$ cat config.mk
export PLATFORM = sky130hd
export DESIGN_NAME = abrf_ctrl
export DESIGN_NICKNAME = d
export VERILOG_FILES = /design/src/rtl/abrf_pkg.sv /design/src/rtl/abrf_ctrl.sv
export SDC_FILE = /design/constraint.sdc
export NUM_CORES = 1
export LEC_CHECK = 0
export BUFFER_PORTS_ARGS = -buffer_cell sky130_fd_sc_hd__buf_2
export CAP_MARGIN = 10
export CORE_AREA = 3 3 40 42
export CTS_CLUSTER_SIZE = 30
export DETAILED_ROUTE_END_ITERATION = 12
export DIE_AREA = 0 0 43 45
export GPL_ROUTABILITY_DRIVEN = 0
export PLACE_DENSITY = 0.41
export SYNTH_ARGS = -nofsm -noshare
export SYNTH_HDL_FRONTEND = slang
export SYNTH_SLANG_ARGS = --single-unit
$ cat constraint.sdc
create_clock -name clock -period 0.8 [get_ports clock]
set_input_delay 0.04 -clock clock [delete_from_list [all_inputs] [get_ports clock]]
set_output_delay 0.04 -clock clock [all_outputs]
set_load 0.005 [all_outputs]
$ cat src/rtl/abrf_pkg.sv
// ----------------------------------------------------------------------------
// abrf_pkg
// Shared types and constants for the audio block ring FIFO.
// ----------------------------------------------------------------------------
`timescale 1ns / 1ps

package abrf_pkg;

   localparam int FRAMES_W = 7;

   localparam logic [1:0] CHANNEL_COUNT_RESET = 2'd1;
   localparam logic       ACCEPT_RESET        = 1'b0;
   localparam logic [4:0] SLOT_LIMIT_RESET    = 5'd16;
   localparam logic [6:0] MAX_FRAMES_RESET    = 7'd64;
   localparam logic [1:0] CHANNEL_COUNT_STEREO = 2'd2;

   typedef enum logic [1:0] {
      REG_CHANNEL_COUNT = 2'd0,
      REG_ACCEPT_ENABLE = 2'd1,
      REG_SLOT_LIMIT    = 2'd2,
      REG_MAX_FRAMES    = 2'd3
   } reg_index_type;

   typedef enum logic {
      OP_WRITE = 1'b0,
      OP_READ  = 1'b1
   } op_type;

   typedef enum logic [2:0] {
      STATUS_OK        = 3'd0,
      STATUS_OVERSIZE  = 3'd1,
      STATUS_NOT_ACCEPT = 3'd2,
      STATUS_FULL      = 3'd3,
      STATUS_EMPTY     = 3'd4,
      STATUS_CAPACITY  = 3'd5
   } status_type;

   typedef enum logic [1:0] {
      S_IDLE,
      S_COUNT,
      S_DATA
   } state_type;

   typedef struct packed {
      logic [1:0] channel_count;
      logic       accept_enable;
      logic [4:0] slot_limit;
      logic [6:0] max_frames;
   } cfg_type;

   typedef struct packed {
      logic write_beat;
      logic load_empty;
      logic count_read;
      logic load_cap_fail;
      logic first_read;
      logic load_frame;
   } cmd_type;

   typedef struct packed {
      logic out_free;
      logic occ_zero;
      logic cap_ok;
      logic frame_last;
   } stat_type;

endpackage

$ cat src/rtl/abrf_ctrl.sv
// ----------------------------------------------------------------------------
// abrf_ctrl
// Sequencer: takes request beats, walks a read through count lookup and
// frame streaming, and issues datapath commands.
// ----------------------------------------------------------------------------
`timescale 1ns / 1ps

module abrf_ctrl (
   input  logic                 clock,
   input  logic                 reset,
   input  logic                 req_valid,
   input  abrf_pkg::op_type     req_op,
   output logic                 req_ready,
   input  abrf_pkg::stat_type   stat,
   output abrf_pkg::cmd_type    cmd
);

   abrf_pkg::state_type state_ff, state_in;

   always_ff @(posedge clock) begin
      if (reset) begin
         state_ff <= abrf_pkg::S_IDLE;
      end else begin
         state_ff <= state_in;
      end
   end

   always_comb begin
      state_in  = state_ff;
      cmd       = '0;
      req_ready = 1'b0;
      unique case (state_ff)
         abrf_pkg::S_IDLE: begin
            req_ready = stat.out_free;
            if (req_valid && stat.out_free) begin
               if (req_op == abrf_pkg::OP_WRITE) begin
                  cmd.write_beat = 1'b1;
               end else if (stat.occ_zero) begin
                  cmd.load_empty = 1'b1;
               end else begin
                  cmd.count_read = 1'b1;
                  state_in       = abrf_pkg::S_COUNT;
               end
            end
         end
         abrf_pkg::S_COUNT: begin
            if (stat.cap_ok) begin
               cmd.first_read = 1'b1;
               state_in       = abrf_pkg::S_DATA;
            end else if (stat.out_free) begin
               cmd.load_cap_fail = 1'b1;
               state_in          = abrf_pkg::S_IDLE;
            end
         end
         abrf_pkg::S_DATA: begin
            if (stat.out_free) begin
               cmd.load_frame = 1'b1;
               if (stat.frame_last) begin
                  state_in = abrf_pkg::S_IDLE;
               end
            end
         end
         default: begin
            state_in = abrf_pkg::S_IDLE;
         end
      endcase
   end

endmodule

# Word level (Yosys, flattened, before mapping)
# Index checks and enable logic that the tools add are counted.
[totals]
out_inout_bits = 7
wordCells = 32
ff_bits = 2
[classes]
n_eq_ne = 8
muxes = 20
reduce_logical = 3
[op_table]
columns = ["cell", "n"]
rows = [
  ["two-way mux 2 bit", 9],
  ["inequality test 2 bit, second input constant", 5],
  ["two-way mux 1 bit", 8],
  ["two-way mux 3 bit", 2],
  ["one-hot mux 2 bit (3 select lines)", 1],
  ["AND reduction 6 bit", 1],
  ["inequality test 3 bit, second input constant", 1],
  ["== test 2 x 1 -> 1 bit, second input constant", 1],
  ["== test 2 bit, second input constant", 1],
  ["logical NOT 2 bit", 1],
  ["logical AND 1 bit", 1],
]

# Longest topological paths before layout
# Gate-level depths: netlist of run 1.
[depth]
depth_word = 4
depth_mapped = 3
depth_no_buf = 3

# Least setup slack after synthesis of run 1
# Ideal clock, no wire load.
[synth_path]
path_type = "flip-flop to flip-flop"
start = "register state_ff[0]"
end = "register state_ff[0]"
stages_incl_launch_ff = 4
arrival_ps = 820
path_buffers = 0
synth_period_minus_slack_ps = 886
required_ps = 734
path_slack_ps = -86
cell_sequence = "dfxtp_1 nor3b_4 nand4b_2 a21oi_2"
[synth_between]
elab_chain_len = 3
[synth_rtl]
columns = ["element", "line_no", "text"]
rows = [
  ["from (decl)", "abrf_ctrl.sv:18", "abrf_pkg::state_type state_ff, state_in;"],
  ["from (signal assigned)", "abrf_ctrl.sv:22", "state_ff <= abrf_pkg::S_IDLE;"],
  ["from (signal assigned)", "abrf_ctrl.sv:24", "state_ff <= state_in;"],
  ["== test 2 x 1 -> 1 bit, or another cell as far along", "abrf_ctrl.sv:32", "unique case (state_ff)"],
  ["inequality test 3 bit (no source line) / inequality test 2 bit (equally long branches)", "--", ""],
  ["AND reduction 6 bit (no source line)", "--", ""],
]
# Several ways; a longest one is shown, not always the timed one.
# A chain may end at the register's enable or synchronous reset.

==> flow_metrics.env, run 1 <==
export IMPL_crit_reg2reg_launch="state_ff[0]"
export IMPL_synth_cell_type_count=14
export IMPL_hold_slack_ns=0.108
export IMPL_grt_use_total_pct=6.07
export IMPL_wl_met1_um=183
export IMPL_tritoncts="built"
export IMPL_clock_tree_buffer_depth=2
export IMPL_antenna_found_initial=0
export IMPL_ant_nets=0
export IMPL_comb_power_share_pct=18.9
export IMPL_wl_per_cell_um=8.71
export IMPL_whs_endpoint="state_ff[0]"
export IMPL_fin_worst_skew_ns=0.000145
export IMPL_routed_wirelength_um=479
export IMPL_route_vias_total=205
export IMPL_powerDensity_nw_per_um2=1220
export IMPL_cts_sinks=2
export IMPL_timing_critical_path_arrival_ns=1.13
export IMPL_postLayoutSetupSlackWorst_ns=-0.366
export IMPL_post_synth_top_area_fraction_pct=24.8
export IMPL_holdCritStartpoint="req_valid"
export IMPL_die_width_um=43
export IMPL_detailroute_wirelength_met3_um=19
export IMPL_drcViolationCount=0
export IMPL_initialDrtViolationCount=0
export IMPL_wl_met2_um=277
export IMPL_intPower_mw=0.311
export IMPL_post_layout_inst_area_sq_um=325
export IMPL_synthCells=20
export IMPL_setup_worst_path_class="register to output pin"
export IMPL_power_static_leakage_nw=0.188
export IMPL_yosysTopAreaCell="sky130_fd_sc_hd__dfxtp_1"
export IMPL_top_layer_used="met3"
export IMPL_drive_above_1_share_pct=70.0
export IMPL_post_placement_cell_area_sq_um=251
export IMPL_flow_area_growth_from_synthesis_pct=102
export IMPL_count_of_synthesis_stage_warnings_from_yosys=0
export IMPL_crit_path_end_kind="output pin"
export IMPL_clkTransAtPathRegs_ns=0.03
export IMPL_finalSetupViolations=9
export IMPL_placementRows=13
export IMPL_filler_cell_count=146
export IMPL_hold_path_cell_count=3
export IMPL_final_min_clock_period_ns=1.17
export IMPL_worst_path_max_fanout=5
export IMPL_sequential_to_total_area_share_from_yosys_stat_pct=24.8
export IMPL_r2r_cells=5
export IMPL_start_kind="register"
export IMPL_count_of_nets_after_finishing=50
export IMPL_drt_pass1_iter_count=1
export IMPL_antennaDiodeCount=0
export IMPL_ir_drop_mv=0.342
export IMPL_initial_utilization_pct=12.6
export IMPL_ff_latch_count_synth=2
export IMPL_cts_htree_levels=1
export IMPL_grt_start_max_net_pins=6
export IMPL_grt_pass1_wl_um=828
export IMPL_final_period_utilization_pct=146
export IMPL_top_level_ports=15
export IMPL_timing_slew_headroom_pct=84.3
export IMPL_worst_r2r_setup_slack_ns=-0.17
export IMPL_sequentialPowerShare_pct=26.3
export IMPL_final_core_utilization_pct=25.3
export IMPL_outcome="finished, violations left"
export IMPL_design_die_area_sq_um=1940
export IMPL_violations="negative setup slack"
export IMPL_viasPerCell=3.73
export IMPL_globalRouteOverflowTotal=0
export IMPL_regToRegEndpoint="state_ff[0]"
export IMPL_regMostFlops="state_ff"
export IMPL_placeableCoreArea_sq_um=1280
export IMPL_switching_share_pct=21.8
export IMPL_switchingPower_mw=0.0867
export IMPL_largest_register_ff_count=2
export IMPL_largest_registers="state_ff (2)"
export IMPL_clk_insertion_delay_late_ns=0.22
export IMPL_worst_endpoint_required_ns=0.76
export IMPL_drv_cap=0
export IMPL_hp_class="input port to register"
export IMPL_clkPwrFrac_pct=54.8
export IMPL_synthesis_area_per_instance_sq_um=8.07
export IMPL_synth_net_count=28
export IMPL_worst_slew_pin_slew_ns=0.235
export IMPL_clk_tree_root_cell="sky130_fd_sc_hd__clkbuf_4"
export IMPL_numCtsBuffers=3
export IMPL_dieHeight_um=45
export IMPL_max_freq_mhz=858
export IMPL_drv_slew=0
export IMPL_post_synth_instance_area_sq_um=161
export IMPL_placement_io_buffers=14
export IMPL_synth_top_cells_by_area="sky130_fd_sc_hd__dfxtp_1 25%, sky130_fd_sc_hd__nor3b_4 12%, sky130_fd_sc_hd__nand4b_2 9.3%"
export IMPL_report_final_hold_viol_count=0
export IMPL_first_global_vias=225
export IMPL_setup_repair_after_global_routing_missed_its_margin="true"
-- power by group through the flow --
stage,clock network (mW),registers (mW),logic (mW)
global route,0.247,0.105,0.0835
finish,0.218,0.105,0.0752
floorplan,0,0.105,0.0234
CTS,0.234,0.105,0.0757
detailed placement,0,0.106,0.0601
global placement,0,0.106,0.0617
-- synthesized netlist by cell type --
library cell               instances
sky130_fd_sc_hd__nand2_1           3
sky130_fd_sc_hd__nand4b_2          1
sky130_fd_sc_hd__dfxtp_1           2
sky130_fd_sc_hd__nor2_1            3
sky130_fd_sc_hd__nor3b_4           1
sky130_fd_sc_hd__a21oi_2           1
sky130_fd_sc_hd__and2_1            1
sky130_fd_sc_hd__and3b_1           1
sky130_fd_sc_hd__nand2b_1          1
sky130_fd_sc_hd__a31oi_1           1
sky130_fd_sc_hd__and3_1            1
sky130_fd_sc_hd__buf_4             1
sky130_fd_sc_hd__inv_1             2
sky130_fd_sc_hd__nor3b_1           1
-- layout make-up --
| type | instances | area (sq um) | area share, % |
|---|---|---|---|
| Multi-Input combinational cell | 15 | 128 | 39.2 |
| Timing Repair Buffer | 18 | 106 | 32.7 |
| Sequential cell | 2 | 42.5 | 13.1 |
| Clock buffer | 3 | 22.5 | 6.92 |
| Tap cell | 15 | 18.8 | 5.77 |
| Inverter | 2 | 7.51 | 2.31 |
-- layout by cell type, fill, tap and decap left out, types with 2 or more instances in the layout --
cell / Yosys / final
sky130_fd_sc_hd__clkbuf_4: 0 / 3
sky130_fd_sc_hd__buf_4: 1 / 2
sky130_fd_sc_hd__nand2_1: 3 / 3
sky130_fd_sc_hd__dfxtp_2: 0 / 2
sky130_fd_sc_hd__nor2_1: 3 / 3
sky130_fd_sc_hd__buf_2: 0 / 14
-- critical path, cell delays in order, from the launching register on --
cell and delay (ns):
sky130_fd_sc_hd__dfxtp_2 0.34, sky130_fd_sc_hd__nor3b_4 0.25, sky130_fd_sc_hd__nand2_1 0.11, sky130_fd_sc_hd__nor2_1 0.09, sky130_fd_sc_hd__buf_2 0.12
-- kinds of logic after synthesis --
group / count (synthesis) / synth area share (%)
DFF: 2 / 24.8
and+or+nand+nor: 13 / 56.6
AOI/OAI and AO/OA: 2 / 9.31
buffers and inverters: 3 / 9.31
-- routing by layer --
metal / global-route usage (%) / up-vias
met5: 0 / -
met4: 7.23 / 0
met3: 2.39 / 0
met2: 9.88 / 5
met1: 5.29 / 93
li1: - / 107
-- timing repair --
action	4_1_cts	5_1_grt
gates resized for setup	6	0
hold buffers	1	0
pin swaps	6	1
hold endpoints to repair	2	0
setup endpoints to repair	9	9
setup buffers	3	0
-- metrics by stage --
stage	TNS, ns	setup WS [ns]	total power, mW	cells
floorplan	-0.126	-0.0780	0.129	20
global placement	-0.724	-0.143	0.168	49
detailed placement	-0.703	-0.141	0.166	49
CTS	-2.36	-0.381	0.414	55
global route	-2.91	-0.470	0.436	55
finish	-2.30	-0.366	0.398	55
-- how the worst max path moves through the flow --
| stage | startpoint | cells after the start | slack [ns] | to |
|---|---|---|---|---|
| after floorplan | state_ff[1] | 3 | -0.08 | state_ff[0] |
| after global placement | state_ff[1] | 4 | -0.14 | cmd[3] |
| after detailed placement | state_ff[1] | 4 | -0.14 | cmd[3] |
| after CTS | state_ff[1] | 4 | -0.38 | cmd[4] |
| after global routing | state_ff[1] | 4 | -0.47 | cmd[4] |
| final | state_ff[1] | 4 | -0.37 | cmd[5] |
Power figures use the tool's default switching activity.
==> run 2, diff against run 1 <==
--- a/config.mk
+++ b/config.mk
@@ -14,3 +14,3 @@
 export GPL_ROUTABILITY_DRIVEN = 0
-export PLACE_DENSITY = 0.41
+export PLACE_DENSITY = 0.4
 export SYNTH_ARGS = -nofsm -noshare
==> constraint.sdc (replaced) <==
create_clock -name clock -period 1.5 [get_ports clock]
set_input_delay 0.075 -clock clock [delete_from_list [all_inputs] [get_ports clock]]
set_output_delay 0.075 -clock clock [all_outputs]
set_load 0.05 [all_outputs]
==> run 2 against run 1 <==
  * The run now ends clean
  * First-iteration DRC count is the same
  * Combinational power shrank 30%
  * Sequential power down 47%
  * Die area unchanged
  * Non-clock buffer count shrank 4
  * Sequential share of layout area rose by 1.1 points
==> flow_metrics.env, run 2 (synthesized netlist as in run 1, its figures left out) <==
export IMPL_top_level_ports=15
export IMPL_power_static_leakage_nw=0.153
export IMPL_cts_sinks=2
export IMPL_totalPowerFinal_mw=0.227
export IMPL_design_die_area_sq_um=1940
export IMPL_clkTransAtPathRegs_ns=0.03
export IMPL_crit_path_end_kind="output pin"
export IMPL_clk_insertion_delay_late_ns=0.22
export IMPL_antenna_found_initial=0
export IMPL_largest_register_ff_count=2
export IMPL_worst_setup_path_startpoint="state_ff[1]"
export IMPL_fin_worst_skew_ns=0.00144
export IMPL_setup_worst_path_class="register to output pin"
export IMPL_dieHeight_um=45
export IMPL_hold_slack_ns=0.0276
export IMPL_filler_cell_count=144
export IMPL_viasPerCell=3.55
export IMPL_timing_critical_path_arrival_ns=1.33
export IMPL_start_kind="register"
export IMPL_comb_power_share_pct=23.0
export IMPL_globalRouteOverflowTotal=0
export IMPL_largest_registers="state_ff (2)"
export IMPL_intPower_mw=0.161
export IMPL_setup_repair_after_global_routing_missed_its_margin="true"
export IMPL_ir_drop_mv=0.144
export IMPL_die_width_um=43
export IMPL_drt_pass1_iter_count=1
export IMPL_numCtsBuffers=3
export IMPL_placeableCoreArea_sq_um=1280
export IMPL_worst_r2r_setup_slack_ns=0.52
export IMPL_holdCritStartpoint="reset"
export IMPL_mostFrequentLayoutCell="sky130_fd_sc_hd__buf_2"
export IMPL_cts_resized=0
export IMPL_clk_tree_root_cell="sky130_fd_sc_hd__clkbuf_4"
export IMPL_post_layout_inst_area_sq_um=283
export IMPL_powerDensity_nw_per_um2=804
export IMPL_final_min_clock_period_ns=1.41
export IMPL_hold_buffers=0
export IMPL_grt_use_total_pct=6.23
export IMPL_initial_utilization_pct=12.6
export IMPL_drv_cap=0
export IMPL_worst_path_max_fanout=5
export IMPL_clkPwrFrac_pct=52.4
export IMPL_ant_nets=0
export IMPL_flow_area_growth_from_synthesis_pct=75.2
export IMPL_postCtsSetupBuffers=0
export IMPL_antennaDiodeCount=0
export IMPL_crit_reg2reg_launch="state_ff[0]"
export IMPL_routed_wirelength_um=475
export IMPL_count_of_nets_after_finishing=46
export IMPL_max_freq_mhz=711
export IMPL_route_vias_total=181
export IMPL_hp_class="input port to register"
export IMPL_drive_above_1_share_pct=63.9
export IMPL_grt_start_max_net_pins=6
export IMPL_drcViolationCount=0
export IMPL_first_global_vias=203
export IMPL_tritoncts="built"
export IMPL_sequentialPowerShare_pct=24.5
export IMPL_cts_htree_levels=1
export IMPL_regMostFlops="state_ff"
export IMPL_final_period_utilization_pct=93.8
export IMPL_switching_share_pct=29.3
export IMPL_wl_per_cell_um=9.31
export IMPL_outcome="complete, no violations"
export IMPL_grt_pass1_wl_um=821
export IMPL_worst_slew_pin_slew_ns=0.240
export IMPL_post_placement_cell_area_sq_um=260
export IMPL_drv_slew=0
export IMPL_report_final_hold_viol_count=0
export IMPL_totalNegativeSetupSlack_ns=0
export IMPL_placementRows=13
export IMPL_placement_io_buffers=14
export IMPL_worst_endpoint_required_ns=1.42
export IMPL_timing_slew_headroom_pct=83.9
export IMPL_clock_tree_buffer_depth=2
export IMPL_finalSetupViolations=0
export IMPL_initialDrtViolationCount=0
export IMPL_switchingPower_mw=0.0666
export IMPL_final_cell_mix="14 x sky130_fd_sc_hd__buf_2, 3 x sky130_fd_sc_hd__clkbuf_4"
-- run 2: cell type report --
cell class / instances / area [sq um] / area share, %
Clock buffer: 3 / 22.5 / 7.96
Inverter: 2 / 7.51 / 2.65
Multi-Input combinational cell: 15 / 124 / 43.8
Sequential cell: 2 / 40.0 / 14.2
Tap cell: 15 / 18.8 / 6.64
Timing Repair Buffer: 14 / 70.1 / 24.8
-- run 2: final timing paths --
| kind | to | cells after the start |
|---|---|---|
| hold reg to reg | state_ff[1] | 3 |
| hold / removal | state_ff[0] | 2 |
| setup reg to reg | state_ff[0] | 3 |
| setup / recovery | cmd[3] | 4 |
-- run 2: per-layer routing --
| metal | up-vias | GRT usage [%] | routed length (um) |
|---|---|---|---|
| met5 | - | 0 | 0 |
| met4 | 0 | 7.23 | 0 |
| met3 | 0 | 3.59 | 70 |
| met2 | 14 | 8.08 | 180 |
| met1 | 68 | 6.47 | 224 |
| li1 | 99 | - | - |
-- run 2: through the flow --
step	std cells	setup slack [ns]	utilization, %
after global routing	51	-0.00361	22.0
after global placement	48	0.327	20.3
after detailed placement	48	0.340	20.3
final	51	0.0931	22.0
after CTS	51	0.0806	22.0
after floorplan	20	-0.0205	-
-- run 2: critical path, cell delays in order (launching register included) --
cell and delay, ns:
sky130_fd_sc_hd__dfxtp_1 0.35, sky130_fd_sc_hd__nor3b_4 0.28, sky130_fd_sc_hd__nand4b_2 0.15, sky130_fd_sc_hd__inv_1 0.07, sky130_fd_sc_hd__buf_2 0.25
-- run 2: power by group through the flow --
stage          Clock (mW)  Combinational (mW)  Sequential, mW
3_3_place_gp            0              0.0528          0.0565
4_1_cts             0.127              0.0529          0.0557
3_5_place_dp            0              0.0524          0.0564
2_1_floorplan           0              0.0338          0.0562
6_report            0.119              0.0524          0.0557
5_1_grt             0.124              0.0563          0.0559
