**src/rtl/abrf_pkg.sv**
```systemverilog
// ----------------------------------------------------------------------------
// abrf_pkg
// Shared types and constants for the audio block ring FIFO.
// ----------------------------------------------------------------------------
`timescale 1ns / 1ps

package abrf_pkg;

   localparam int FRAMES_W = 7;

   localparam logic [1:0] CHANNEL_COUNT_RESET = 2'd1;
   localparam logic       ACCEPT_RESET        = 1'b0;
   localparam logic [4:0] SLOT_LIMIT_RESET    = 5'd16;
   localparam logic [6:0] MAX_FRAMES_RESET    = 7'd64;
   localparam logic [1:0] CHANNEL_COUNT_STEREO = 2'd2;

   typedef enum logic [1:0] {
      REG_CHANNEL_COUNT = 2'd0,
      REG_ACCEPT_ENABLE = 2'd1,
      REG_SLOT_LIMIT    = 2'd2,
      REG_MAX_FRAMES    = 2'd3
   } reg_index_type;

   typedef enum logic {
      OP_WRITE = 1'b0,
      OP_READ  = 1'b1
   } op_type;

   typedef enum logic [2:0] {
      STATUS_OK        = 3'd0,
      STATUS_OVERSIZE  = 3'd1,
      STATUS_NOT_ACCEPT = 3'd2,
      STATUS_FULL      = 3'd3,
      STATUS_EMPTY     = 3'd4,
      STATUS_CAPACITY  = 3'd5
   } status_type;

   typedef enum logic [1:0] {
      S_IDLE,
      S_COUNT,
      S_DATA
   } state_type;

   typedef struct packed {
      logic [1:0] channel_count;
      logic       accept_enable;
      logic [4:0] slot_limit;
      logic [6:0] max_frames;
   } cfg_type;

   typedef struct packed {
      logic write_beat;
      logic load_empty;
      logic count_read;
      logic load_cap_fail;
      logic first_read;
      logic load_frame;
   } cmd_type;

   typedef struct packed {
      logic out_free;
      logic occ_zero;
      logic cap_ok;
      logic frame_last;
   } stat_type;

endpackage

```
**src/rtl/abrf_csr.sv**
```systemverilog
// ----------------------------------------------------------------------------
// abrf_csr
// Configuration registers behind the APB-style port. A slot_limit write
// also pulses ring_clear to empty the ring.
// ----------------------------------------------------------------------------
`timescale 1ns / 1ps

module abrf_csr (
   input  logic                 clock,
   input  logic                 reset,
   input  logic                 psel,
   input  logic                 penable,
   input  logic                 pwrite,
   input  logic [3:0]           paddr,
   input  logic [31:0]          pwdata,
   output logic [31:0]          prdata,
   output abrf_pkg::cfg_type    cfg,
   output logic                 ring_clear
);

   abrf_pkg::cfg_type       cfg_ff;
   abrf_pkg::cfg_type       cfg_in;
   abrf_pkg::reg_index_type idx;
   logic                    wr;

   assign idx = abrf_pkg::reg_index_type'(paddr[3:2]);
   assign wr  = psel & penable & pwrite;

   always_comb begin
      cfg_in     = cfg_ff;
      ring_clear = 1'b0;
      if (wr) begin
         unique case (idx)
            abrf_pkg::REG_CHANNEL_COUNT: cfg_in.channel_count = pwdata[1:0];
            abrf_pkg::REG_ACCEPT_ENABLE: cfg_in.accept_enable = pwdata[0];
            abrf_pkg::REG_SLOT_LIMIT: begin
               cfg_in.slot_limit = pwdata[4:0];
               ring_clear        = 1'b1;
            end
            abrf_pkg::REG_MAX_FRAMES:    cfg_in.max_frames = pwdata[6:0];
         endcase
      end
   end

   always_ff @(posedge clock) begin
      if (reset) begin
         cfg_ff.channel_count <= abrf_pkg::CHANNEL_COUNT_RESET;
         cfg_ff.accept_enable <= abrf_pkg::ACCEPT_RESET;
         cfg_ff.slot_limit    <= abrf_pkg::SLOT_LIMIT_RESET;
         cfg_ff.max_frames    <= abrf_pkg::MAX_FRAMES_RESET;
      end else begin
         cfg_ff <= cfg_in;
      end
   end

   always_comb begin
      unique case (idx)
         abrf_pkg::REG_CHANNEL_COUNT: prdata = {30'd0, cfg_ff.channel_count};
         abrf_pkg::REG_ACCEPT_ENABLE: prdata = {31'd0, cfg_ff.accept_enable};
         abrf_pkg::REG_SLOT_LIMIT:    prdata = {27'd0, cfg_ff.slot_limit};
         abrf_pkg::REG_MAX_FRAMES:    prdata = {25'd0, cfg_ff.max_frames};
      endcase
   end

   assign cfg = cfg_ff;

endmodule

```
**config.mk**
```make
export PLATFORM = sky130hd
export DESIGN_NAME = abrf_csr
export DESIGN_NICKNAME = d
export VERILOG_FILES = /design/src/rtl/abrf_pkg.sv /design/src/rtl/abrf_csr.sv
export SDC_FILE = /design/constraint.sdc
export NUM_CORES = 1
export LEC_CHECK = 0
export ABC_AREA = 1
export BUFFER_PORTS_ARGS = -buffer_cell sky130_fd_sc_hd__clkbuf_2
export CORE_UTILIZATION = 36
export CTS_CLUSTER_SIZE = 12
export DETAILED_ROUTE_END_ITERATION = 10
export GPL_TIMING_DRIVEN = 0
export PLACE_DENSITY = 0.79
export REMOVE_ABC_BUFFERS = 1
export SLEW_MARGIN = 20
export SYNTH_ARGS = -nofsm -noshare
export SYNTH_HDL_FRONTEND = slang
export SYNTH_SLANG_ARGS = --single-unit
```
**constraint.sdc**
```tcl
create_clock -name clock -period 0.8 [get_ports clock]
set_input_delay 0 -clock clock [delete_from_list [all_inputs] [get_ports clock]]
set_output_delay 0 -clock clock [all_outputs]
set_load 0.005 [all_outputs]
```
* Word-level counts from Yosys, hierarchy flattened
Cells that the tools add are included.
** Word-level totals
- Flip-flop bits (word level) :: 15
- Output and inout bits :: 48
- Logic and storage cells :: 17
** Cells by class
- Equal/unequal tests :: 3
- Multiplexer cells :: 3
- Bitwise gates (word level) :: 2
- Reductions and logical operators :: 5
** Operator list (number)
- case mux 32 bit (4 select lines) :: 1
- AND reduction 2 bit :: 4
- equality test 2 bit, second input constant :: 2
- AND 1 bit :: 2
- equality test 2 x 1 -> 1 bit, second input constant :: 1
- zero test 2 bit :: 1
- 2-to-1 mux 1 bit :: 2

* Logic depth before layout (Yosys ltp)
Gate-level depths: netlist of run 1.
- Depth after elaboration :: 3
- Mapped depth :: 6
- Gate-level depth less buffers :: 5

* Worst setup path before layout of run 1
Ideal clock, no wire load.
- Path kind :: input -> register
- Start :: input psel
- End :: register cfg_ff (netlist bit cfg[12])
- Library setup time :: 115 ps
- Arrival :: 527 ps
- Slack :: 158 ps
- Stages on the path :: 6
- Buffers on the path :: 1
- Cell sequence :: nand2_1 nor2_1 buf_4 nand3_1 nand2_1 nor2_1
** Between the ends
- Cells in the longest elaborated chain, start to end :: 3
** RTL lines
- start, declared :: line abrf_csr.sv:11 : input logic psel,
- AND 1 bit (2 in a row) :: line abrf_csr.sv:27 : assign wr = psel & penable & pwrite;
- AND reduction 2 bit (no source line)
- end signal, assigned :: line abrf_csr.sv:52 : cfg_ff <= cfg_in;
- end, declared :: line abrf_csr.sv:21 : abrf_pkg::cfg_type cfg_ff;
No other way between the ends.
A chain may end at the register's enable or synchronous reset.

* Worst setup path in the final report of run 1
- Start :: register cfg_ff (netlist bit cfg[2])
- End :: output prdata[2]
** Between the ends
- Cells in the longest elaborated chain, start to end :: 1
** RTL lines
- case mux 32 bit (4 select lines) :: line abrf_csr.sv:57 : unique case (idx)
- end, declared :: line abrf_csr.sv:16 : output logic [31:0] prdata,
No other way between the ends. The select of a mux whose other input is x is not followed.

==> flow_summary.toml, run 1 <==
[outcome]
outcome = "complete, but fails checks"
violations = "setup timing"

[synth]
synth_top_family_by_area = "simple AND/OR/NAND/NOR gates"
synth_xor_area_share_pct = 0
synthCells = 140
syn_area_sq_um = 948
synth.distinct_cells = 16
synth.largest_area_cell = "dfxtp_1"
synth_top_area_share_pct = 31.7
yosysSeqAreaShare_pct = 31.7
synth-simple-area-share_pct = 35.8
muxShareOfSynthArea_pct = 0
synthAdderAreaFrac_pct = 0
ys_ff_latch = 15
yosysWarnings = 0
synth_top_cells_by_area = "dfxtp_1, buf_4, nor2_1"
synth_area_per_cell_sq_um = 6.77
synth_compound_area_share_pct = 4.88

[timing]
rsz0062_at_grt = "true"
timing.final.max_slew_violations = 0
min_period_ns = 0.937
hold_viol_final = 0
tightest_slew_ns = 0.507
setup_viol = 15
slew_headroom_pct = 66.2
period_share_pct = 117
holdWs_ns = 0.00877
clock_skew_ns = 0
max_clock_freq_mhz = 1070
setup_slack_ns = -0.137

[hold_path]
worstHoldPathType = "in2reg"
min_path_cells = 5
hold_path_startpoint = "pwdata[5]"
holdPathEnd = "cfg[5]$_SDFFE_PP0P_"

[worst_setup_path]
critPathArrivalTime_ns = 0.94
r2r-end = "cfg[0]$_SDFFE_PP0P_"
cp-end-kind = "output pin"
required_ns = 0.80
r2r-start = "cfg[0]$_SDFFE_PP0P_"
r2r_slack_ns = 0.02
crit_path_start_kind = "flip-flop"
rr_worst_depth = 4
path_class = "reg2out"
path_max_fanout = 2

[clocking]
cts_htree_levels = 1
cts_buffers = 3
clock_latency_ns = 0.28
clock_path_buffers = 2
path_clk_slew_ns = 0.09
tritoncts = "done"
root_buffer = "clkbuf_4"
clock-sinks = 15

[final_layout]
antenna_cells = 0
num-fill-cells = 262
syn2layout_area_growth_pct = 32.5
drive_gt1_share_pct = 38.9
layout.nets = 232
largest_reg_flops = 15

[floorplan]
start_util_pct = 38.3
core_sq_um = 2480
dieArea_sq_um = 2840
die_w_microns = 53.3
die_h_microns = 53.3
ioPinCount = 89
row_count = 18

[flow_run]
maxCapViolCount = 0

[global_routing]
grt_pass1_wl_microns = 3200
grt_use_total_pct = 15.7
grt_pass1_vias = 733
grt_max_degree = 16
antenna_found_initial = 0
gr-total-overflow = 0

[routing]
drt_iter0_drc = 10
vias = 924
wl_microns = 2010
drc = 0
viasPerCell = 4.20
routedWlPerCell_microns = 9.14
antenna_left = 0
dr.pass1.iters = 4

[pwr]
powerDensity_nw_per_um2 = 1180
vdd_drop_max_mv = 0.698
p_leak_nw = 0.674

[placed_design]
dpl.hpwl_microns = 1400
io_buffers = 36
place_congestion = 0.765
place_ws_ns = -0.387
-- cell usage after synthesis --
cell,count
inv_2,1
buf_1,1
inv_1,12
nand4_1,1
conb_1,1
a22o_1,3
nor2_4,3
nand3_1,17
a21oi_1,1
buf_6,1
o21ai_0,3
buf_4,26
nor2_1,29
nand2_4,1
dfxtp_1,15
nand2_1,25
-- critical path: stages (launching register included) --
cell      delay, ns
dfxtp_2        0.33
a22o_1         0.22
clkbuf_2       0.10
-- cell families after synthesis --
family | after synthesis
AOI/OAI and AO/OA | 7
buffers and inverters | 41
DFF | 15
other | 1
and+or+nand+nor | 76
-- layout make-up --
type | instances | area [sq um] | area share, %
multi-input combinational | 108 | 484 | 38.5
tap | 30 | 37.5 | 2.99
clock buffer | 4 | 26.3 | 2.09
inverter | 13 | 48.8 | 3.88
sequential | 15 | 319 | 25.4
timing repair buffer | 50 | 340 | 27.1
-- timing repair --
| item | in CTS | in global routing |
|---|---|---|
| resized for setup | 18 | 15 |
| pin swaps | 6 | 7 |
| setup buffers | 6 | 5 |
| hold buffers | 3 | 0 |
| endpoints found under the hold margin | 3 | 0 |
| setup endpoints to repair | 19 | 17 |
-- worst max-delay path by stage --
stage,from,end,slack (ns),cells past startpoint
after global placement,psel,cfg[12]$_SDFFE_PP0P_,-0.35,6
after CTS,cfg[2]$_SDFFE_PP0P_,prdata[2],-0.12,2
final,cfg[2]$_SDFFE_PP0P_,prdata[2],-0.14,2
after global routing,cfg[13]$_SDFFE_PP1P_,prdata[0],-0.19,3
after floorplan,psel,cfg[12]$_SDFFE_PP0P_,0.0005,5
after detailed placement,psel,cfg[1]$_SDFFE_PP0P_,-0.39,6
-- placed cells by master, fill, tap and decap left out, drive strengths merged --
cell type,Yosys,routed
a21oi,1,1
nand3,17,17
nand4,1,1
conb,1,25
dlygate4sd3,0,3
a22o,3,3
dfxtp,15,15
nand2,26,26
nor2,32,32
o21ai,3,3
clkbuf,0,32
inv,13,13
buf,28,19
-- per-stage QoR --
stage / total power [mW] / instance area (sq um) / TNS (ns) / instances / util (%)
after detailed placement: 1.02 / 1050 / -4.44 / 202 / 42.2
after floorplan: 0.930 / 828 / 0 / 136 / -
after CTS: 1.49 / 1180 / -0.901 / 215 / 47.6
final: 1.49 / 1260 / -0.879 / 220 / 50.7
after global placement: 1.02 / 1050 / -4.12 / 202 / 42.2
after global routing: 1.58 / 1260 / -1.57 / 220 / 50.7
-- layer usage --
metal / GRT usage (%) / vias up / share of wire [%]
met3: 4.60 / 2 / 6.8
met4: 5.26 / 0 / 1.2
met5: 0 / - / 0
li1: - / 483 / -
met1: 16.9 / 401 / 43
met2: 28.5 / 38 / 49
-- where the power goes --
part | internal (mW) | switching, mW
logic | 0.113 | 0.161
registers | 0.765 | 0.0119
clock network | 0.194 | 0.242
No activity file was read; power rests on OpenSTA's default activity.
==> inputs of run 2 (changes only) <==
--- a/config.mk
+++ b/config.mk
@@ -7,11 +7,14 @@
 export LEC_CHECK = 0
 export ABC_AREA = 1
 export BUFFER_PORTS_ARGS = -buffer_cell sky130_fd_sc_hd__clkbuf_2
-export CORE_UTILIZATION = 36
+export CELL_PAD_IN_SITES_DETAIL_PLACEMENT = 2
+export CELL_PAD_IN_SITES_GLOBAL_PLACEMENT = 2
+export CORE_UTILIZATION = 17
 export CTS_CLUSTER_SIZE = 12
 export DETAILED_ROUTE_END_ITERATION = 10
 export GPL_TIMING_DRIVEN = 0
-export PLACE_DENSITY = 0.79
+export PLACE_DENSITY_LB_ADDON = 0.1
+export RECOVER_POWER = 25
 export REMOVE_ABC_BUFFERS = 1
 export SLEW_MARGIN = 20
 export SYNTH_ARGS = -nofsm -noshare
==> constraint.sdc (replaced) <==
create_clock -name clock -period 1.1 [get_ports clock]
set_input_delay 0 -clock clock [delete_from_list [all_inputs] [get_ports clock]]
set_output_delay 0 -clock clock [all_outputs]
set_load 0.005 [all_outputs]
==> flow_summary.toml, run 2 (synthesis results as in run 1) <==
[outcome]
outcome = "finished clean"

[clocking]
tritoncts = "done"
clock_path_buffers = 2
clock_latency_ns = 0.25
cts_setup_buffers = 0
root_buffer = "clkbuf_8"
cts_buffers = 3
path_clk_slew_ns = 0.07
cts_htree_levels = 1
clock-sinks = 15

[final_layout]
stdcell_area_sq_um = 1170
utilization_pct = 22.3
layout_common_cells = "clkbuf_2, nor2_1, nand2_1, conb_1, nand3_1"
antenna_cells = 0
drive_gt1_share_pct = 24.6
num-fill-cells = 641
finalNonFillerCells = 249
syn2layout_area_growth_pct = 23.0
layout.nets = 221
mostFrequentLayoutCell = "clkbuf_2"
largest_reg_flops = 15

[floorplan]
die_h_microns = 76.7
start_util_pct = 18.1
ioPinCount = 89
dieArea_sq_um = 5880
die_w_microns = 76.7
core_sq_um = 5240
row_count = 26

[worst_setup_path]
r2r_slack_ns = 0.46
rr_worst_depth = 2
cp_slowest_stage_delay_ns = 0.34
crit_slowest_cell = "dfxtp_1"
path_max_fanout = 3
path_class = "reg2out"
r2r-end = "cfg[11]$_SDFFE_PP1P_"
cp_cell_sequence = "a22o_1, clkbuf_2"
r2r-start = "cfg[11]$_SDFFE_PP1P_"
required_ns = 1.10
critPathArrivalTime_ns = 0.92
cp-end-kind = "output pin"
crit_path_start_kind = "flip-flop"

[global_routing]
grt_use_total_pct = 10.0
grt_pass1_wl_microns = 4630
grt_pass1_vias = 906
antenna_found_initial = 0
grt_max_degree = 16
gr-total-overflow = 0

[timing]
tightest_slew_ns = 0.589
setup_slack_ns = 0.181
hold_viol_final = 0
max_clock_freq_mhz = 1090
clock_skew_ns = 0
period_share_pct = 83.5
slew_headroom_pct = 60.7
timing.final.max_slew_violations = 0
holdWs_ns = 0.0573
rsz0062_at_grt = "false"
min_period_ns = 0.919
setup_viol = 0

[hold_path]
holdPathEnd = "cfg[5]$_SDFFE_PP0P_"
min_path_cells = 5
hold_path_startpoint = "pwdata[5]"
worstHoldPathType = "in2reg"

[routing]
antenna_left = 0
dr.pass1.iters = 4
drt_iter0_drc = 13
wl_microns = 2840
drc = 0
viasPerCell = 3.71
routedWlPerCell_microns = 11.4
vias = 925

[placed_design]
place_inst = 242
io_buffers = 36
dpl.hpwl_microns = 2180
place_ws_ns = -0.257
placed_area_sq_um = 1100
place_congestion = 0.689

[pwr]
vdd_drop_max_mv = 0.302
p_leak_nw = 0.607
powerDensity_nw_per_um2 = 1060

[flow_run]
maxCapViolCount = 0
run 2: changes by cell type in the layout (fill, tap and decap cells not counted), moves of 2 or more:
cell / delta
clkbuf_8: +3
buf_4: -5
clkbuf_2: +7
dfxtp_2: -15
buf_2: -4
buf_6: -10
clkbuf_4: -3
inv_1: +2
dfxtp_1: +15
inv_2: -2
run 2: critical path: cells and delay by family, from the launching register on:
family,cells,cell delay (ns)
buf+inv,1,0.10
compound gates,1,0.23
flops,1,0.34
run 2: worst max-delay path by stage:
stage | start | endpoint | depth (start not counted)
6_report | cfg[2]$_SDFFE_PP0P_ | prdata[2] | 2
5_1_grt | cfg[0]$_SDFFE_PP0P_ | prdata[0] | 3
4_1_cts | psel | cfg[3]$_SDFFE_PP0P_ | 6
3_5_place_dp | psel | cfg[8]$_SDFFE_PP0P_ | 6
3_3_place_gp | psel | cfg[14]$_SDFFE_PP0P_ | 6
2_1_floorplan | psel | cfg[12]$_SDFFE_PP0P_ | 5
run 2: metrics by stage:
step	total power [mW]	TNS (ns)
finish	1.24	0
CTS	1.26	0
floorplan	0.676	0
detailed placement	0.759	-2.79
global route	1.32	0
global placement	0.755	-2.40
run 2: final cells by class:
cell class                 instances  area [sq um]  area share (%)
clock buffer                       3          41.3            3.54
clock inverter                     1          5.00           0.429
inverter                          13          48.8            4.18
multi-input combinational        108           474            40.7
sequential                        15           300            25.8
tap                               70          87.6            7.51
timing repair buffer              39           209            17.9
run 2: routing by layer:
metal	vias up	GRT usage (%)	part of all wire, %	wire length [microns]
li1	462	-	-	-
met1	426	13.2	46	1320
met2	35	16.2	48	1350
met3	2	2.02	5.3	152
met4	0	3.46	0.60	17
met5	-	0	0	0
run 2: report_power, final:
| group | internal, mW | switching [mW] | total (mW) |
|---|---|---|---|
| logic | 0.0654 | 0.121 | 0.186 |
| clock network | 0.252 | 0.236 | 0.487 |
| registers | 0.555 | 0.00920 | 0.564 |
run 2: timing repair:
item | CTS | global route
hold endpoints to repair | 3 | 0
endpoints found under the setup margin | 0 | 12
gates resized for setup | 0 | 1
hold buffers | 3 | 0
==> inputs of run 3 (changes only) <==
--- a/config.mk
+++ b/config.mk
@@ -9,7 +9,7 @@
 export BUFFER_PORTS_ARGS = -buffer_cell sky130_fd_sc_hd__clkbuf_2
 export CELL_PAD_IN_SITES_DETAIL_PLACEMENT = 2
 export CELL_PAD_IN_SITES_GLOBAL_PLACEMENT = 2
-export CORE_UTILIZATION = 17
+export CORE_UTILIZATION = 16
 export CTS_CLUSTER_SIZE = 12
 export DETAILED_ROUTE_END_ITERATION = 10
 export GPL_TIMING_DRIVEN = 0
==> constraint.sdc (replaced) <==
create_clock -name clock -period 0.9 [get_ports clock]
set_input_delay 0 -clock clock [delete_from_list [all_inputs] [get_ports clock]]
set_output_delay 0 -clock clock [all_outputs]
set_load 0.005 [all_outputs]
==> flow_summary.toml, run 3 (synthesis results as in run 1) <==
[routing]
drc = 0
wl_microns = 2940
routedWlPerCell_microns = 11.4
drt_iter0_drc = 20
viasPerCell = 3.80
vias = 980
antenna_left = 0
dr.pass1.iters = 4

[floorplan]
ioPinCount = 89
start_util_pct = 16.9
dieArea_sq_um = 6240
row_count = 27
die_h_microns = 79.0
die_w_microns = 79.0
core_sq_um = 5610

[hold_path]
worstHoldPathType = "in2reg"

[timing]
hold_viol_final = 0
slew_headroom_pct = 64.1
setup_slack_ns = -0.00134
period_share_pct = 100
tightest_slew_ns = 0.539
tns_ns = -0.00134
clock_skew_ns = 0
holdWs_ns = 0.0622
min_period_ns = 0.901
timing.final.max_slew_violations = 0
rsz0062_at_grt = "true"
setup_viol = 1
max_clock_freq_mhz = 1110

[placed_design]
placed_area_sq_um = 1100
io_buffers = 36
dpl.hpwl_microns = 2210
place_congestion = 0.671

[clocking]
cts_buffers = 3
clock_latency_ns = 0.25
path_clk_slew_ns = 0.07
tritoncts = "done"
clock-sinks = 15
clock_path_buffers = 2
cts_htree_levels = 1
root_buffer = "clkbuf_8"

[global_routing]
met2_usage_pct = 17.6
grt_use_total_pct = 9.80
grt_pass1_wl_microns = 4690
use_met1_pct = 11.5
grt_busiest_layer = "met2"
grt_max_degree = 16
met3_usage_pct = 1.61
antenna_found_initial = 0
grt_pass1_vias = 964
gr-total-overflow = 0

[final_layout]
layout.nets = 228
largest_reg_flops = 15
stdcell_area_sq_um = 1250
antenna_cells = 0
layout_common_cells = "clkbuf_2, nor2_1, conb_1"
drive_gt1_share_pct = 34.9
mostFrequentLayoutCell = "clkbuf_2"
syn2layout_area_growth_pct = 31.9

[pwr]
p_int_mw = 1.08
clkPwrFrac_pct = 38.9
total_power_mw = 1.53
p_leak_nw = 0.653
vdd_drop_max_mv = 0.411
seqPwrFrac_pct = 45.1
sw_frac_of_total_pct = 29.7
p_sw_mw = 0.454
powerDensity_nw_per_um2 = 1220
power_frac_comb_pct = 16.0

[worst_setup_path]
required_ns = 0.90
path_class = "reg2out"
path_max_fanout = 2
crit_path_start_kind = "flip-flop"
critPathArrivalTime_ns = 0.90
cp-end-kind = "output pin"

[flow_run]
maxCapViolCount = 0

[outcome]
violations = "setup timing"
outcome = "complete, but fails checks"
run 3: changes by cell type in the layout (fill, tap and decap cells not counted), sizes merged:
cell	delta
clkbuf	-3
buf	+10
run 3: path summary, 6_finish.rpt:
kind,startpoint,to,slack [ns],cells past startpoint
hold / removal,pwdata[5],cfg[5]$_SDFFE_PP0P_,0.06,5
hold reg to reg,cfg[5]$_SDFFE_PP0P_,cfg[5]$_SDFFE_PP0P_,0.49,2
setup / recovery,cfg[4]$_SDFFE_PP0P_,prdata[4],-0.001,2
setup reg to reg,cfg[12]$_SDFFE_PP0P_,cfg[12]$_SDFFE_PP0P_,0.19,3
run 3: layout make-up:
cell class	instances	area, sq um
Sequential cell	15	315
Multi-Input combinational cell	108	489
Clock buffer	3	41.3
Fill cell	711	4360
Timing Repair Buffer	46	262
Tap cell	72	90.1
Clock inverter	1	5.00
Inverter	13	48.8
run 3: routing by layer:
layer / part of all wire (%) / vias up
met5: 0 / -
met4: 1.6 / 0
met3: 4.7 / 5
met2: 49 / 35
met1: 44 / 464
li1: - / 476
run 3: repair_timing:
action,4_1_cts,5_1_grt
setup buffers,4,3
resized for setup,9,10
hold endpoints to repair,3,0
hold buffers,3,0
setup endpoints to repair,17,10
pin swaps,2,5
run 3: stage by stage:
| step | setup WS (ns) | util (%) | cells |
|---|---|---|---|
| 6_report | -0.00134 | 22.3 | 258 |
| 5_1_grt | -0.0442 | 22.3 | 258 |
| 4_1_cts | -0.0262 | 21.7 | 255 |
| 3_5_place_dp | -0.484 | 19.6 | 244 |
| 3_3_place_gp | -0.390 | 19.6 | 244 |
| 2_1_floorplan | 0.100 | - | 136 |
run 3: power groups by stage:
stage / logic [mW] / registers (mW) / clock network [mW]
final: 0.244 / 0.690 / 0.595
after global routing: 0.282 / 0.692 / 0.645
after CTS: 0.242 / 0.690 / 0.622
after detailed placement: 0.224 / 0.705 / 0
after global placement: 0.219 / 0.704 / 0
after floorplan: 0.122 / 0.704 / 0
run 3: critical path, stage by stage (launching register included):
cell and delay (ns):
dfxtp_2 0.32, a22o_1 0.20, buf_2 0.13
